[config.mk]
export PLATFORM = sky130hd
export DESIGN_NAME = tksrb_front_flat
export DESIGN_NICKNAME = d
export VERILOG_FILES = /design/src/tksrb_pkg.sv /design/src/tksrb_if.sv /design/src/tksrb_front.sv /design/src/flat_wrapper.sv
export SDC_FILE = /design/constraint.sdc
export NUM_CORES = 1
export LEC_CHECK = 0
export BUFFER_PORTS_ARGS = -buffer_cell sky130_fd_sc_hd__buf_4
export CAP_MARGIN = 20
export CORE_UTILIZATION = 50
export DETAILED_ROUTE_END_ITERATION = 8
export PLACE_DENSITY = 0.77
export SETUP_SLACK_MARGIN = 0.02
export SLEW_MARGIN = 30
export SYNTH_ARGS = -nofsm -noshare
export SYNTH_HDL_FRONTEND = slang
export SYNTH_SLANG_ARGS = --single-unit
[constraint.sdc]
create_clock -name clk_i -period 12 [get_ports clk_i]
set_clock_uncertainty 0.15 [all_clocks]
set_input_delay 0.6 -clock clk_i [delete_from_list [all_inputs] [get_ports clk_i]]
set_output_delay 0.6 -clock clk_i [all_outputs]
set_load 0.02 [all_outputs]
[src/tksrb_pkg.sv]
// package for the time key sort and release buffer
// holds sizes, command record, back-end states; no dependencies
package tksrb_pkg;

  localparam int unsigned CAPACITY = 64;
  localparam int unsigned IDX_W    = $clog2(CAPACITY);
  localparam int unsigned CNT_W    = $clog2(CAPACITY + 1);
  localparam int unsigned TIME_W   = 32;
  localparam int unsigned BASE_W   = 16;
  localparam int unsigned TAG_W    = 64;
  localparam int unsigned QDEPTH   = 2;

  typedef enum logic {
    OP_ADD   = 1'b0,
    OP_FLUSH = 1'b1
  } op_e;

  typedef enum logic {
    ST_EMITTED  = 1'b0,
    ST_REJECTED = 1'b1
  } status_e;

  typedef enum logic [1:0] {
    S_IDLE,
    S_RELEASE,
    S_FLUSH
  } back_state_e;

  typedef struct packed {
    logic              operation;
    logic [TIME_W-1:0] record_time;
    logic [BASE_W-1:0] record_baseline;
    logic [TAG_W-1:0]  record_tag;
    logic [TIME_W-1:0] release_cutoff;
  } cmd_t;

endpackage

[src/tksrb_if.sv]
// handshake channels for the sort buffer input and result streams
// depends on tksrb_pkg
interface tksrb_in_if import tksrb_pkg::*; ();
  logic              valid;
  logic              ready;
  logic              operation;
  logic [TIME_W-1:0] record_time;
  logic [BASE_W-1:0] record_baseline;
  logic [TAG_W-1:0]  record_tag;
  logic [TIME_W-1:0] release_cutoff;

  modport source (output valid, operation, record_time, record_baseline, record_tag,
                  release_cutoff, input ready);
  modport sink   (input valid, operation, record_time, record_baseline, record_tag,
                  release_cutoff, output ready);
endinterface


[src/tksrb_front.sv]
// front end: accepts input transfers into a short command queue
// depends on tksrb_pkg and tksrb_in_if
module tksrb_front import tksrb_pkg::*; (
  input  logic          clk_i,
  input  logic          rst_ni,
  tksrb_in_if.sink      in_i,
  output logic          cmd_valid_o,
  output cmd_t          cmd_o,
  input  logic          cmd_pop_i
);

  localparam int unsigned PW = $clog2(QDEPTH);

  cmd_t          slot_q [QDEPTH];
  logic [PW-1:0] wr_q, wr_d, rd_q, rd_d;
  logic [PW:0]   fill_q, fill_d;
  logic          push, pop;

  assign in_i.ready  = (fill_q != (PW+1)'(QDEPTH));
  assign push        = in_i.valid && in_i.ready;
  assign cmd_valid_o = (fill_q != '0);
  assign pop         = cmd_pop_i && cmd_valid_o;
  assign cmd_o       = slot_q[rd_q];

  // pointer and fill update
  always_comb begin
    wr_d   = push ? wr_q + PW'(1) : wr_q;
    rd_d   = pop  ? rd_q + PW'(1) : rd_q;
    fill_d = fill_q + (PW+1)'(push) - (PW+1)'(pop);
  end

  always_ff @(posedge clk_i or negedge rst_ni) begin
    if (!rst_ni) begin
      wr_q   <= '0;
      rd_q   <= '0;
      fill_q <= '0;
    end else begin
      wr_q   <= wr_d;
      rd_q   <= rd_d;
      fill_q <= fill_d;
    end
  end

  // queue storage
  always_ff @(posedge clk_i) begin
    if (push) begin
      slot_q[wr_q] <= '{operation: in_i.operation, record_time: in_i.record_time,
                        record_baseline: in_i.record_baseline,
                        record_tag: in_i.record_tag,
                        release_cutoff: in_i.release_cutoff};
    end
  end

endmodule

[src/flat_wrapper.sv]
// flat-port wrapper written by rule: the top's interface ports become plain ports
module tksrb_front_flat import tksrb_pkg::*;
  (clk_i, rst_ni, cmd_valid_o, cmd_o, cmd_pop_i, in_i_valid, in_i_operation, in_i_record_time, in_i_record_baseline, in_i_record_tag, in_i_release_cutoff, in_i_ready);
  tksrb_in_if in_i_i ();
  input  logic clk_i;
  input  logic rst_ni;
  output logic cmd_valid_o;
  output cmd_t cmd_o;
  input  logic cmd_pop_i;
  input wire logic [$bits(in_i_i.valid)-1:0] in_i_valid;
  input wire logic [$bits(in_i_i.operation)-1:0] in_i_operation;
  input wire logic [$bits(in_i_i.record_time)-1:0] in_i_record_time;
  input wire logic [$bits(in_i_i.record_baseline)-1:0] in_i_record_baseline;
  input wire logic [$bits(in_i_i.record_tag)-1:0] in_i_record_tag;
  input wire logic [$bits(in_i_i.release_cutoff)-1:0] in_i_release_cutoff;
  output wire logic [$bits(in_i_i.ready)-1:0] in_i_ready;
  assign in_i_i.valid = in_i_valid;
  assign in_i_i.operation = in_i_operation;
  assign in_i_i.record_time = in_i_record_time;
  assign in_i_i.record_baseline = in_i_record_baseline;
  assign in_i_i.record_tag = in_i_record_tag;
  assign in_i_i.release_cutoff = in_i_release_cutoff;
  assign in_i_ready = in_i_i.ready;
  tksrb_front u_core (.clk_i(clk_i), .rst_ni(rst_ni), .in_i(in_i_i), .cmd_valid_o(cmd_valid_o), .cmd_o(cmd_o), .cmd_pop_i(cmd_pop_i));
endmodule
==> flow_results.org <==
** Run status
- The run finished with clean final reports.

** Place
- Port buffering added roughly 300 buffers.
- Final Wtd Congestion :: around 0.74
- OpenSTA, run right after detailed placement, puts the worst setup slack at around 8.6 ns.
- After legalization and detailed placement, the total HPWL measured 13400 µm.
- Placed instance count :: ~1000

** Routing
- The first routing iteration left between 200 and 250 violations.
- Using the TritonRoute via totals, the vias-per-cell ratio works out to 5.000.
- Wire per inst :: ~19 µm
- For this run, design rule violations remaining after detail routing come to 0.
- Wirelength, routed :: 20460 µm
- Once detail routing completed, the nets flagged for antenna violations numbered 0.
- For this run, the detailed router's first-pass iteration total came to 4.
- Vias after detailed routing :: between 5000 and 6000

** Die
- Number of top-level pins :: 296
- Die H :: ~150 µm
- The initial utilization of the core area, before any placement, comes to roughly 51%.
- The initialized floorplan defines 53 standard-cell rows.
- Full die area :: around 22000 µm²
- The floorplan step set the die width to around 150 µm.
- In this run the standard cell core region covers ~21000 µm².

** Layout
- The filler cells instantiated in the layout total between 1000 and 1500.
- NumNets Final :: roughly 940
- Area Overhead vs Synth :: 30.83%
- Core utilization of the finished layout :: 66.91%
- Cells with a size suffix above 1 make up about 60% of the layout.
- Final Instance Count excl. Fillers :: ~1100

** STA
- Worst-Margin Slew :: 0.9612 ns
- Count of final setup violators :: 0
- Final worst-path setup slack :: between 8 and 9 ns
- Timing-limited maximum frequency :: about 280 MHz
- The worst path in the final design needs a cycle of about 3.6 ns, including I/O delays and setup.
- Count of final max-slew check failures :: 0
- Unrepaired setup endpoints after global routing :: false
- In the final timing run, aggregate negative setup slack is 0 ns.
- The count of endpoints failing hold in the final timing report was 0.
- Ratio of final minimum period to clock period :: between 20% and 30%
- The worst pin sits at a relative slew slack of 35.92%.

** Critical path
- STA classifies the critical path startpoint as a flip-flop.
- The signal on the critical path passes through buf_6 -> mux2_2 -> buf_4.
- Signal arrival time at the worst endpoint :: 2.85 ns
- CP Buf/Inv Count :: 2
- Worst setup path category :: reg -> out
- Cell at the slowest stage of the critical path :: sky130_fd_sc_hd__dfrtp_4
- On the worst path, the slowest cell contributes a delay of between 1 and 1.5 ns.
- CP Data Required Time :: between 10 and 15 ns
- On the critical path the largest part of the delay comes from flip-flops.
- Kind of end point of the critical path :: output pin
- Maximum fanout count along the critical path :: 78

** Job
- Max cap viols :: 0

** Synthesis
- When the netlist entered floorplanning its net count stood at about 620.
- Sequential fraction of the synthesis area :: around four fifths
- Flip-flop and latch count after synthesis :: 294
- Number of synthesis warnings :: 0
- Counting every instance in the synthesized netlist gives 470.
- Area of the mapped netlist :: approximately 11000 µm²
- In this run, distinct cell masters in the synthesized netlist total 15.
- Mean Syn Cell Area :: roughly 23 µm²

** Clocking
- Count of instances resized after the clock tree is built :: 0
- Clock-pin slew was measured on the worst setup and hold paths at roughly 0.06 ns.
- Clock sink count :: approximately 290
- The tree is rooted in a sky130_fd_sc_hd__clkbuf_16.
- TritonCTS Buffers :: 29
- Number of H-tree branching levels :: 1
- The later pin in the worst-skew pair is clocked with a latency of approximately 0.51 ns.
- Hold-fix buffers, CTS :: 1
- TritonCTS built the clock tree.
- Number of buffers inserted to repair setup after CTS :: 0
- Counting along the longest clock path gives a buffer depth of 3.

** Power
- In this run, the clock network consumes a little under a quarter of the power.
- Power density normalized to cell area :: 253.3 nW/µm²
- Largest vdd supply drop :: 144.5 µV
- Flop pwr share :: 42.2%
- Internal power :: about 2500 µW
- In this run the static leakage power is about 0.0052 µW.
- Switch share :: 30.87%
- In this run, the combinational gates consume about a third of the power.
- The analysis attributes to net switching a power of 1099 µW.

** Global routing
- Overflow after GRT :: 0
- Antenna violations before repair :: 1
- The first global-routing pass estimated about 31000 µm of wire.
- Entering global routing, the biggest net connects 87 pins.
- Global routing usage summed across all routing layers :: a little under a fifth
- Vias in the first global route :: about 5800

** Hold path
- Hold crit path type :: in -> reg
==> logic make-up (layout without fill, tap and decap cells) <==
kind of cell	Yosys count	count (layout)	share of synthesized area (%)
XOR/XNOR	4	4	0.3259
adder cells (fa/ha/maj)	2	2	0.2327
buffers and inverters	19	354	2.013
flip-flops	294	294	81.94
multiplexers	145	145	15.19
other	0	1	0
AND/OR/NAND/NOR	6	6	0.3027
==> power groups by stage <==
stage	clock (µW)	sequential (µW)	combinational [µW]
after global routing	908	1530	1280
after floorplan	0	1500	821
after detailed placement	0	1530	1220
after global placement	0	1510	1200
final	848	1500	1210
after CTS	869	1510	1230
==> Yosys cell counts, drive strengths merged <==
master / n / share of area, %
and2: 1 / 0.058
and3: 1 / 0.058
buf: 6 / 0.63
clkbuf: 10 / 1.3
dfrtp: 4 / 0.93
edfxtp: 290 / 81
ha: 2 / 0.23
inv: 3 / 0.10
mux2: 145 / 15
nand2: 1 / 0.035
nand2b: 1 / 0.058
nor2: 1 / 0.035
or2: 1 / 0.058
xnor2: 3 / 0.24
xor2: 1 / 0.081
==> area by class of cell <==
cell class              count  area (µm²)  share of cell area, %
flip-flops and latches    294        8812                  62.65
repair buffers            300        2266                  16.11
multi-input cells         157        1738                  12.36
clock buffers              38       759.5                  5.400
well taps                 275       344.1                  2.446
clock inverters            13       131.4                 0.9341
inverters                   3       11.26                0.08006
diodes                      1       2.502                0.01779
==> cell usage in the layout (no fill, tap or decap), types with 2 or more instances in the layout <==
master / instances
sky130_fd_sc_hd__clkbuf_16: 29
sky130_fd_sc_hd__ha_1: 2
sky130_fd_sc_hd__mux2_2: 145
sky130_fd_sc_hd__clkinv_1: 7
sky130_fd_sc_hd__edfxtp_1: 290
sky130_fd_sc_hd__buf_4: 296
sky130_fd_sc_hd__bufinv_16: 3
sky130_fd_sc_hd__clkbuf_1: 9
sky130_fd_sc_hd__inv_1: 3
sky130_fd_sc_hd__dfrtp_1: 3
sky130_fd_sc_hd__clkinv_2: 3
sky130_fd_sc_hd__buf_6: 3
sky130_fd_sc_hd__xnor2_1: 3
==> registers in the layout, indices dropped and copies added (netlist names) <==
name           count
u_core.rd_q        1
u_core.slot_q    290
u_core.wr_q        1
u_core.fill_q      2
==> layer usage <==
| layer | global-route usage, % | wire length [µm] | vias up |
|---|---|---|---|
| met5 | 0 | 0 | - |
| met4 | 5.670 | 574 | 0 |
| met3 | 6.718 | 1938 | 37 |
| met2 | 31.31 | 10490 | 207 |
| met1 | 21.18 | 7458 | 2658 |
| li1 | - | - | 2503 |
==> through the flow <==
stage          hold slack, ns  area [µm²]  power, µW
2_1_floorplan          0.1544       10750       2325
3_3_place_gp           0.2450       13150       2710
3_5_place_dp           0.2492       13160       2749
4_1_cts               0.08214       14060       3607
5_1_grt               0.08134       14060       3713
6_report               0.1077       14060       3562
==> worst reg2reg max path, stage by stage, from the launching register on <==
cell and delay, ns:
sky130_fd_sc_hd__dfrtp_1 0.41, sky130_fd_sc_hd__nand2b_1 0.13, sky130_fd_sc_hd__nand2_1 0.16, sky130_fd_sc_hd__nor2_4 0.10, sky130_fd_sc_hd__buf_4 0.69, sky130_fd_sc_hd__buf_6 0.71
==> path summary, 6_finish.rpt <==
check,startpoint,to,slack [ns],depth (start not counted)
setup reg to reg,u_core.fill_q[1]$_DFF_PN0_,u_core.slot_q[0][115]$_DFFE_PP_,9.18,5
hold reg to reg,u_core.fill_q[1]$_DFF_PN0_,u_core.fill_q[1]$_DFF_PN0_,0.37,1
max in group asynchronous,rst_ni,u_core.rd_q$_DFFE_PN0P_,11.30,2
hold / removal,in_i_release_cutoff[13],u_core.slot_q[1][13]$_DFFE_PP_,0.11,1
setup / recovery,u_core.rd_q$_DFFE_PN0P_,cmd_o[90],8.40,3
min in group asynchronous,rst_ni,u_core.wr_q$_DFFE_PN0P_,0.29,2
(Power assumes the default switching activity.)
